$ cat src/design/ils_pkg.sv
`default_nettype none

package ils_pkg;

  localparam int DEPTH     = 16;
  localparam int AW        = $clog2(DEPTH);
  localparam int CW        = $clog2(DEPTH + 1);
  localparam int DW        = 32;
  localparam int FUNC_W    = 4;
  localparam int POS_W     = 5;
  localparam int CNT_OUT_W = 5;

  typedef enum logic [FUNC_W-1:0] {
    FN_PREPEND  = 4'd0,
    FN_APPEND   = 4'd1,
    FN_DELFIRST = 4'd2,
    FN_DELLAST  = 4'd3,
    FN_GET      = 4'd4,
    FN_SET      = 4'd5,
    FN_INSERT   = 4'd6,
    FN_REMOVE   = 4'd7,
    FN_CLEAR    = 4'd8
  } func_e;

  typedef enum logic [1:0] {
    ST_OK    = 2'd0,
    ST_EMPTY = 2'd1,
    ST_OOB   = 2'd2,
    ST_FULL  = 2'd3
  } status_e;

  typedef enum logic [2:0] {
    S_IDLE,
    S_MV_RD,
    S_MV_WR,
    S_PUT,
    S_GET,
    S_HEAD,
    S_TAIL,
    S_FIN
  } state_e;

  typedef struct packed {
    logic          we;
    logic [AW-1:0] waddr;
    logic [DW-1:0] wdata;
    logic [AW-1:0] raddr;
  } mem_req_t;

  typedef struct packed {
    logic                 valid;
    logic [DW-1:0]        read_value;
    status_e              status;
    logic [CNT_OUT_W-1:0] count;
    logic [DW-1:0]        head_value;
    logic [DW-1:0]        tail_value;
  } result_t;

endpackage

`default_nettype wire

$ cat src/design/indexed_list_store.sv
// Flow: adds and deletes first shift entries where needed, each with S_MV_RD (read) and
//   S_MV_WR (write back); adds and set then write in S_PUT, get reads in S_GET. Every word
//   then passes S_HEAD (head read), S_TAIL (tail read, skipped when the list ends empty), S_FIN.
// Flow control: one word at a time; in_ready_o rises as the result loads into the output
//   register; while that result waits untaken, a second waiting result blocks in S_FIN.
// Reset: rst_ni clears the element count and control; entries are not cleared.
`default_nettype none

module indexed_list_store import ils_pkg::*; (
  input  wire logic                 clk_i,
  input  wire logic                 rst_ni,
  input  wire logic                 in_valid_i,
  output logic                      in_ready_o,
  input  wire logic [FUNC_W-1:0]    func_i,
  input  wire logic [POS_W-1:0]     position_i,
  input  wire logic signed [DW-1:0] item_value_i,
  output logic                      out_valid_o,
  input  wire logic                 out_ready_i,
  output logic signed [DW-1:0]      read_value_o,
  output logic [1:0]                status_o,
  output logic [CNT_OUT_W-1:0]      count_o,
  output logic signed [DW-1:0]      head_value_o,
  output logic signed [DW-1:0]      tail_value_o
);

  mem_req_t      mem_req;
  logic [DW-1:0] rdata;
  result_t       res;
  logic          take;

  logic                 out_valid_q;
  logic [DW-1:0]        read_value_q;
  status_e              status_q;
  logic [CNT_OUT_W-1:0] count_q;
  logic [DW-1:0]        head_value_q;
  logic [DW-1:0]        tail_value_q;

  assign take = res.valid && (!out_valid_q || out_ready_i);

  ils_ctrl u_ctrl (
    .clk_i        (clk_i),
    .rst_ni       (rst_ni),
    .in_valid_i   (in_valid_i),
    .in_ready_o   (in_ready_o),
    .func_i       (func_i),
    .position_i   (position_i),
    .item_value_i (item_value_i),
    .take_i       (take),
    .rdata_i      (rdata),
    .mem_req_o    (mem_req),
    .res_o        (res)
  );

  ils_ram u_ram (
    .clk_i   (clk_i),
    .req_i   (mem_req),
    .rdata_o (rdata)
  );

  always_ff @(posedge clk_i or negedge rst_ni) begin
    if (!rst_ni) begin
      out_valid_q <= 1'b0;
    end else if (take) begin
      out_valid_q <= 1'b1;
    end else if (out_ready_i) begin
      out_valid_q <= 1'b0;
    end
  end

  always_ff @(posedge clk_i) begin
    if (take) begin
      read_value_q <= res.read_value;
      status_q     <= res.status;
      count_q      <= res.count;
      head_value_q <= res.head_value;
      tail_value_q <= res.tail_value;
    end
  end

  assign out_valid_o  = out_valid_q;
  assign read_value_o = read_value_q;
  assign status_o     = status_q;
  assign count_o      = count_q;
  assign head_value_o = head_value_q;
  assign tail_value_o = tail_value_q;

endmodule

`default_nettype wire

$ cat src/design/ils_ram.sv
`default_nettype none

module ils_ram import ils_pkg::*; (
  input  wire logic          clk_i,
  input  wire mem_req_t      req_i,
  output logic     [DW-1:0] rdata_o
);

  logic [DW-1:0] mem_q [DEPTH];
  logic [DW-1:0] rdata_q;

  always_ff @(posedge clk_i) begin
    if (req_i.we) begin
      mem_q[req_i.waddr] <= req_i.wdata;
    end
    rdata_q <= mem_q[req_i.raddr];
  end

  assign rdata_o = rdata_q;

endmodule

`default_nettype wire

$ cat src/design/ils_ctrl.sv
`default_nettype none

module ils_ctrl import ils_pkg::*; (
  input  wire logic              clk_i,
  input  wire logic              rst_ni,
  input  wire logic              in_valid_i,
  output logic                   in_ready_o,
  input  wire logic [FUNC_W-1:0] func_i,
  input  wire logic [POS_W-1:0]  position_i,
  input  wire logic [DW-1:0]     item_value_i,
  input  wire logic              take_i,
  input  wire logic [DW-1:0]     rdata_i,
  output mem_req_t               mem_req_o,
  output result_t                res_o
);

  state_e        state_q, state_d;
  logic [CW-1:0] cnt_q, cnt_d;
  logic [AW-1:0] idx_q, idx_d;
  logic [AW-1:0] lim_q, lim_d;
  logic [AW-1:0] ip_q, ip_d;
  logic          up_q, up_d;
  logic          get_q, get_d;
  status_e       st_q, st_d;
  logic [DW-1:0] val_q, val_d;
  logic [DW-1:0] rd_q, rd_d;
  logic [DW-1:0] head_q, head_d;

  logic          accept;
  logic          empty;
  logic          full;
  logic          pos_ge;
  logic          pos_gt;
  logic [AW-1:0] ipos;
  logic [AW-1:0] tpos;
  logic [AW-1:0] last_idx;

  assign accept   = in_valid_i && (state_q == S_IDLE);
  assign empty    = (cnt_q == '0);
  assign full     = (int'(cnt_q) >= DEPTH);
  assign pos_ge   = (int'(position_i) >= int'(cnt_q));
  assign pos_gt   = (int'(position_i) > int'(cnt_q));
  assign last_idx = AW'(cnt_q - CW'(1));

  always_comb begin
    unique case (func_e'(func_i))
      FN_PREPEND: ipos = '0;
      FN_APPEND:  ipos = AW'(cnt_q);
      default:    ipos = AW'(position_i);
    endcase
    unique case (func_e'(func_i))
      FN_DELFIRST: tpos = '0;
      FN_DELLAST:  tpos = last_idx;
      default:     tpos = AW'(position_i);
    endcase
  end

  always_comb begin
    state_d = state_q;
    cnt_d   = cnt_q;
    idx_d   = idx_q;
    lim_d   = lim_q;
    ip_d    = ip_q;
    up_d    = up_q;
    get_d   = get_q;
    st_d    = st_q;
    val_d   = val_q;
    rd_d    = rd_q;
    head_d  = head_q;
    unique case (state_q)
      S_IDLE: begin
        if (accept) begin
          st_d    = ST_OK;
          rd_d    = '0;
          get_d   = 1'b0;
          val_d   = item_value_i;
          state_d = S_HEAD;
          unique case (func_e'(func_i))
            FN_PREPEND, FN_APPEND, FN_INSERT: begin
              if ((func_e'(func_i) == FN_INSERT) && pos_gt) begin
                st_d = ST_OOB;
              end else if (full) begin
                st_d = ST_FULL;
              end else begin
                cnt_d   = cnt_q + CW'(1);
                ip_d    = ipos;
                up_d    = 1'b1;
                idx_d   = last_idx;
                lim_d   = ipos;
                state_d = (int'(cnt_q) > int'(ipos)) ? S_MV_RD : S_PUT;
              end
            end
            FN_DELFIRST, FN_DELLAST, FN_REMOVE: begin
              if ((func_e'(func_i) != FN_REMOVE) && empty) begin
                st_d = ST_EMPTY;
              end else if ((func_e'(func_i) == FN_REMOVE) && pos_ge) begin
                st_d = ST_OOB;
              end else begin
                cnt_d   = cnt_q - CW'(1);
                up_d    = 1'b0;
                idx_d   = tpos + AW'(1);
                lim_d   = last_idx;
                state_d = (int'(tpos) + 1 < int'(cnt_q)) ? S_MV_RD : S_HEAD;
              end
            end
            FN_GET, FN_SET: begin
              if (empty) begin
                st_d = ST_EMPTY;
              end else if (pos_ge) begin
                st_d = ST_OOB;
              end else begin
                ip_d    = AW'(position_i);
                get_d   = (func_e'(func_i) == FN_GET);
                state_d = (func_e'(func_i) == FN_GET) ? S_GET : S_PUT;
              end
            end
            FN_CLEAR: begin
              cnt_d = '0;
            end
            default: begin
            end
          endcase
        end
      end
      S_MV_RD: begin
        state_d = S_MV_WR;
      end
      S_MV_WR: begin
        if (idx_q == lim_q) begin
          state_d = up_q ? S_PUT : S_HEAD;
        end else begin
          idx_d   = up_q ? (idx_q - AW'(1)) : (idx_q + AW'(1));
          state_d = S_MV_RD;
        end
      end
      S_PUT: begin
        state_d = S_HEAD;
      end
      S_GET: begin
        state_d = S_HEAD;
      end
      S_HEAD: begin
        if (get_q) begin
          rd_d = rdata_i;
        end
        state_d = empty ? S_FIN : S_TAIL;
      end
      S_TAIL: begin
        head_d  = rdata_i;
        state_d = S_FIN;
      end
      S_FIN: begin
        if (take_i) begin
          state_d = S_IDLE;
        end
      end
      default: begin
        state_d = S_IDLE;
      end
    endcase
  end

  always_comb begin
    in_ready_o      = (state_q == S_IDLE);
    mem_req_o.we    = 1'b0;
    mem_req_o.waddr = ip_q;
    mem_req_o.wdata = val_q;
    mem_req_o.raddr = idx_q;
    unique case (state_q)
      S_MV_WR: begin
        mem_req_o.we    = 1'b1;
        mem_req_o.waddr = up_q ? (idx_q + AW'(1)) : (idx_q - AW'(1));
        mem_req_o.wdata = rdata_i;
      end
      S_PUT: begin
        mem_req_o.we = 1'b1;
      end
      S_GET: begin
        mem_req_o.raddr = ip_q;
      end
      S_HEAD: begin
        mem_req_o.raddr = '0;
      end
      S_TAIL, S_FIN: begin
        mem_req_o.raddr = last_idx;
      end
      default: begin
      end
    endcase
    res_o.valid      = (state_q == S_FIN);
    res_o.read_value = rd_q;
    res_o.status     = st_q;
    res_o.count      = CNT_OUT_W'(cnt_q);
    res_o.head_value = empty ? '0 : head_q;
    res_o.tail_value = empty ? '0 : rdata_i;
  end

  always_ff @(posedge clk_i or negedge rst_ni) begin
    if (!rst_ni) begin
      state_q <= S_IDLE;
      cnt_q   <= '0;
    end else begin
      state_q <= state_d;
      cnt_q   <= cnt_d;
    end
  end

  always_ff @(posedge clk_i) begin
    idx_q  <= idx_d;
    lim_q  <= lim_d;
    ip_q   <= ip_d;
    up_q   <= up_d;
    get_q  <= get_d;
    st_q   <= st_d;
    val_q  <= val_d;
    rd_q   <= rd_d;
    head_q <= head_d;
  end

endmodule

`default_nettype wire

$ cat config.mk
export PLATFORM = sky130hd
export DESIGN_NAME = indexed_list_store
export DESIGN_NICKNAME = d
export VERILOG_FILES = /design/src/design/ils_pkg.sv /design/src/design/indexed_list_store.sv /design/src/design/ils_ram.sv /design/src/design/ils_ctrl.sv
export SDC_FILE = /design/constraint.sdc
export NUM_CORES = 1
export LEC_CHECK = 0
export BUFFER_PORTS_ARGS = -buffer_cell sky130_fd_sc_hd__buf_4
export CORE_MARGIN = 2
export CORE_UTILIZATION = 30
export CTS_CLUSTER_DIAMETER = 120
export DETAILED_ROUTE_END_ITERATION = 16
export PLACE_DENSITY = 0.56
export SYNTH_ARGS = -nofsm -noshare
export SYNTH_HDL_FRONTEND = slang
export SYNTH_SLANG_ARGS = --single-unit
export TNS_END_PERCENT = 20
$ cat constraint.sdc
create_clock -name clk_i -period 9.3 [get_ports clk_i]
set_input_delay 1.86 -clock clk_i [delete_from_list [all_inputs] [get_ports clk_i]]
set_output_delay 1.86 -clock clk_i [all_outputs]
set_load 0.05 [all_outputs]
# --- Word-level counts from Yosys, hierarchy flattened ---
# Memory sizes are Yosys's and may differ from the RTL's. A register that Yosys moved wholly into a read port is not among the register bits.
# Index checks and enable logic that the tools add are counted.
totals:
  input_bits: 45
  mem_bits_ro: 0
  latch_bits: 0
  register_bits: 224
  mem_bits_rw: 512
  output_inout_bits: 105
  n_memories: 1
mem_list:
  columns: ["name", "words", "width", "rd", "rd_ports_with_merged_regs", "write_ports", "line_no", "text"]
  rows:
  - ["u_ram.mem_q", 16, 32, 1, 1, 1, "ils_ram.sv:9", "logic [DW-1:0] mem_q [DEPTH];"]
op_classes:
  n_reduce_logical: 30
  n_eq_ne: 32
  n_lt_le_gt_ge: 5
  div: 0
  bitwise_logic: 1
  n_mux: 63
  n_mul: 0
  shift: 0
  addsub: 6
ops:
  columns: ["operator", "count"]
  rows:
  - ["$mux W32", 2]
  - ["$pmux W32 S2", 1]
  - ["$mux W4", 14]
  - ["$pmux W4 S2", 6]
  - ["$mux W3", 12]
  - ["$mux W36", 1]
  - ["$lt A32 B6 Y1", 1]
  - ["$pmux W3 S7", 1]
  - ["$reduce_and A7 Y1", 3]
  - ["$mux W5", 4]
  - ["$eq A4 B3 Y1 const B", 4]
  - ["$pmux W5 S3", 1]
  - ["$mux W2", 7]
  - ["$ne A2 B2 Y1 const B", 7]
  - ["$eq A3 B3 Y1 const B", 4]
  - ["$ne A3 B3 Y1 const B", 4]
  - ["$pmux W4 S3", 1]
  - ["$mux W1", 10]
  - ["$reduce_bool A2 Y1", 5]
  - ["$pmux W3 S3", 1]
  - ["$reduce_or A3 Y1", 3]
  - ["$add A4 B1 Y4 const B", 2]
  - ["$eq A4 B2 Y1 const B", 2]
  - ["$reduce_and A8 Y1", 1]
  - ["29 further kinds", 40]

# --- Logic depth before layout (Yosys ltp) ---
logic_depth:
  ltp_word: 10
  ltp_mapped: 14
  mapped_depth_nobuf: 13

# --- Cells and area by module ---
# Synthesis repeated with hierarchy kept, for this count alone.
unflattened:
  hier_cells: 1534
  hier_area_um2: 29273.1
by_module_without_submodules:
  columns: ["module", "area_each_um2", "cells_each", "seq_area_each_um2", "n_inst"]
  rows:
  - ["ils_ram", 19836.5, 838, 16015.4, 1]
  - ["ils_ctrl", 6299.8, 589, 3563.4, 1]
  - ["indexed_list_store", 3136.8, 107, 3118.0, 1]

# --- Least setup slack after synthesis ---
# Ideal clock, no wire load.
synth_timing:
  path_type: "input port to flip-flop"
  startpoint: "in out_ready_i"
  endpoint: "reg count_q[0], in the netlist count_o[0], enable pin"
  path_buffers: 0
  arrival_time_ns: 6.369
  setup_ns: 0.566
  slack_ns: 2.365
  stages: 3
  path_cell_list: "nand2b_1 > nand2_1 > nor2_1"
synth_via:
  elab_chain_len: 2
synth_lines:
  columns: ["element", "line_no", "text"]
  rows:
  - ["start, declared", "indexed_list_store.sv:18", "input wire logic out_ready_i,"]
  - ["$logic_or A1 B1 Y1", "indexed_list_store.sv:38", "assign take = res.valid && (!out_valid_q || out_ready_i);"]
  - ["$logic_and A1 B1 Y1", "indexed_list_store.sv:38", null]
  - ["named net take", "indexed_list_store.sv:29", "logic take;"]
  - ["end signal, assigned", "indexed_list_store.sv:74", "count_q <= res.count;"]
  - ["end, declared", "indexed_list_store.sv:34", "logic [CNT_OUT_W-1:0] count_q;"]
# The timed path passes the listed nets, and every way through them passes these cells.
# A chain may end at the register's enable or synchronous reset.

# --- Worst setup path after layout ---
layout_timing:
  startpoint: "reg u_ctrl.cnt_q[0]"
  endpoint: "reg u_ram.rdata_q[21], in the netlist u_ram.rdata_o[21], read port of u_ram.mem_q"
layout_via:
  elab_chain_len: 2
layout_lines:
  columns: ["element", "line_no", "text"]
  rows:
  - ["start, declared", "ils_ctrl.sv:18", "logic [CW-1:0] cnt_q, cnt_d;"]
  - ["start signal, assigned", "ils_ctrl.sv:204", "cnt_q <= cnt_d;"]
  - ["$sub A5 B1 Y5", "ils_ctrl.sv:43", "assign last_idx = AW'(cnt_q - CW'(1));"]
  - ["$pmux W4 S3", "ils_ctrl.sv:169", "unique case (state_q)"]
  - ["end, declared", "ils_ram.sv:10", "logic [DW-1:0] rdata_q;"]
# No other way between the ends.

==> reports/qor.csv <==
stage,metric,value,unit
timing,final setup fails,0,
layout,Layout Nets,2193,
critical_path,Buf/Inv on CP,3,
synthesis,Most used DFF post-synth,edfxtp_1,
hold_path,worst hold path stage count,0,
synthesis,sequential share of the synthesized area,0.731,
timing,Period minus WS final,4.68,ns
critical_path,CP top delay family,buffers and inverters,
route,DR vias/cell,5.23,
layout,most frequent cells in the layout,"edfxtp_1 (727), nand2_1 (257), buf_4 (189), a2111oi_0 (124), and2_1 (98)",
route,wire per inst,23.1,um
floorplan,Initial Util,0.301,
power,Leakage,12.1,nW
placed_design,Post-DP HPWL,45800,um
timing,Final Hold Fails,0,
timing,Slew @ Worst Pin,1.30,ns
floorplan,Die Ht,326,um
route,via count,18704,
grt,initial antenna violation count,3,
clock_tree,Clock Path Buffers,3,
layout,FF+latch area,0.0227,sq mm
layout,number of fill cells in the layout,9816,
route,post-route DRC violation count,0,
clock_tree,CTS root buf,clkbuf_16,
critical_path,CP max FO,60,
flow_run,Max-Cap Viols,0,
critical_path,most frequent CP cell,buf_4,
critical_path,CP required,9.86,ns
floorplan,Core Area,0.103,sq mm
timing,fmax,0.214,GHz
clock_tree,H-Tree Depth,3,
route,1st-pass router iterations,5,
synthesis,top cell type's share of synthesized area,0.703,
timing,relative max-transition margin,0.133,
power,power consumption,12.5,mW
synthesis,synthesized cell area,0.0311,sq mm
clock_tree,# Post-CTS Setup Buffers,0,
grt,largest net degree at the start of global routing,175,
synthesis,Syn Inst Count,2033,
critical_path,reg2reg start,u_ctrl.cnt_q[0]$_DFFE_PN0P_,
floorplan,die width,326,um
timing,setup TNS,0,ns
route,Total Routed Length,82500,um
placed_design,# port buffers,149,
critical_path,Crit path depth,9,
grt,vias in the first global route,18817,
timing,final hold slack,0.418,ns
synthesis,synthesized area per cell,15.3,sq um
floorplan,Cell Rows,118,
layout,multi-input logic area,0.00764,sq mm
critical_path,slowest CP cell,nand3_1,
status,status,completed,
layout,layout cells sized above 1,0.158,
critical_path,"Arr. time, crit path",5.24,ns
synthesis,syn nets,2096,
synthesis,Ys Warns,0,
clock_tree,clk sinks,768,
timing,Tcrit/Tclk final,0.503,
placed_design,GPL Wtd Cong,0.844,
synthesis,asr flop ratio synth,0.0117,
hold_path,Min-Delay Path Class,reg2reg,
placed_design,placed insts,3432,
layout,area grow syn2layout,16.1,%
grt,remaining global-route overflow,0,
clock_tree,clk slew on worst S/H paths,0.06,ns
synthesis,Post-synth EDFFs,727,
critical_path,Startpoint Class,register,
clock_tree,clk_lat worst skew,0.63,ns
layout,"commonest non-fill, non-tap cell in the layout",edfxtp_1,
critical_path,crit path capture type,register,
clock_tree,Hold Buf Count CTS,0,
synthesis,Synth area leader,edfxtp_1,
layout,Finished Layout Cells,3574,
power,PwrDens,348,mW/mm^2
route,DRT iter0 DRCs,1533,
floorplan,Die ar.,0.106,sq mm
clock_tree,CTS tree,done,
critical_path,CP cell instances,"inv_1, ha_1, xor2_1, a221o_2, buf_4, nand3_1, buf_4, a311oi_1, a211o_1",
critical_path,R2R setup slack,4.62,ns
grt,overall global routing resource usage,0.152,
clock_tree,cts bufs inserted,76,
grt,first-pass GRT wire length,123000,um
route,Detail Route Antenna Nets,0,
timing,clk_skew,0.0224,ns
critical_path,R2R depth,9,
critical_path,crit path kind,reg2reg,
timing,"Slew Viols, Final",0,
critical_path,Worst R2R End,u_ram.rdata_o[21]$_DFF_P_,
hold_path,Hold Crit Start,u_ctrl.rd_q[23]$_SDFFCE_PN0P_,
synthesis,count of cell types in the netlist,77,
synthesis,Synth Register Bits,768,
timing,unrepaired setup endpoints after global routing,no,
clock_tree,cts repair resizes,0,
synthesis,synth top area cells,"edfxtp_1 (70%), a2111oi_0 (3.5%), nand2_1 (3.1%)",
power,Peak supply drop,325,uV
hold_path,worst hold endpoint,read_value_o[23]$_DFFE_PP_,
critical_path,CP peak stage delay,0.81,ns
floorplan,Ports,150,
## cell families after synthesis
kind of cell | Yosys count | share of synthesized area
AOI/OAI and AO/OA | 464 | 0.130
and+or+nand+nor | 529 | 0.0839
DFF | 768 | 0.731
muxes | 45 | 0.0155
buffers and inverters | 198 | 0.0299
adders and majority gates | 18 | 0.00725
xor gates and xnor gates | 11 | 0.00310
## sequential cells by signal, summed over array words and instances (netlist names)
| register | count |
|---|---|
| u_ctrl.state_q | 3 |
| tail_value_o | 32 |
| u_ctrl.idx_q | 4 |
| u_ctrl.ip_q | 4 |
| head_value_o | 32 |
| u_ctrl.st_q | 2 |
| u_ctrl.cnt_q | 5 |
| u_ctrl.head_q | 32 |
| u_ram.rdata_o | 32 |
| out_valid_o | 1 |
| status_o | 2 |
| count_o | 5 |
| u_ctrl.get_q | 1 |
| u_ctrl.up_q | 1 |
| read_value_o | 32 |
| u_ctrl.lim_q | 4 |
| u_ctrl.val_q | 32 |
| u_ram.mem_q | 512 |
| u_ctrl.rd_q | 32 |
## worst max-delay path by stage
stage	startpoint	end	slack (ns)
final	u_ctrl.cnt_q[0]$_DFFE_PN0P_	u_ram.rdata_o[21]$_DFF_P_	4.62
after global routing	u_ctrl.state_q[2]$_DFFE_PN0P_	u_ram.rdata_o[13]$_DFF_P_	4.28
after CTS	u_ctrl.cnt_q[0]$_DFFE_PN0P_	u_ram.rdata_o[21]$_DFF_P_	4.64
after detailed placement	func_i[1]	u_ctrl.state_q[2]$_DFFE_PN0P_	4.62
after global placement	func_i[1]	u_ctrl.state_q[2]$_DFFE_PN0P_	4.68
after floorplan	out_ready_i	count_o[0]$_DFFE_PP_	2.36
## metrics by stage
step                       util  setup WS, ns  cell area [sq um]
final                     0.350          4.62              36100
after global routing      0.350          4.28              36100
after detailed placement  0.326          4.62              33600
after floorplan               -          2.36              31100
after global placement    0.326          4.68              33600
after CTS                 0.350          4.64              36100
## layout make-up
class	instances	area share
multi-input combinational	1067	0.212
antenna	3	0.000208
inverter	27	0.00288
clock inverter	40	0.0117
tap	1380	0.0479
timing repair buffer	190	0.0399
clock buffer	99	0.0563
sequential	768	0.629
## cells in the mapped netlist, types with 5 or more instances
cell type  count
nor2b_1       73
dfrtp_1        9
nand2b_1       5
mux2_2         5
a221oi_1      65
o311a_1       93
xor2_1         7
a31oi_1        5
edfxtp_1     727
nor2_1        43
buf_4          8
mux2i_1       38
nor4_1         6
a211o_1       33
a2111oi_0    124
a21oi_1       25
o31a_1         6
dfxtp_1       32
nand2_1      257
buf_2         42
nor3_1         5
o21ai_0       14
and2_1        98
ha_1          18
buf_6          7
inv_1         25
buf_1          8
a311oi_1      62
nand3_1        9
clkbuf_1     103
## per-layer routing
metal | track usage | wire (um)
met2 | 0.261 | 40900
met3 | 0.0250 | 4700
met1 | 0.197 | 34900
met5 | 0 | 0
met4 | 0.0493 | 2060
## where the power goes
group / total (mW) / leakage [nW] / switching, mW / internal, mW
combinational: 4.53 / 3.96 / 3.23 / 1.30
sequential: 4.97 / 6.99 / 0.346 / 4.63
clock: 3.04 / 1.18 / 1.29 / 1.75
Power figures use the tool's default switching activity.
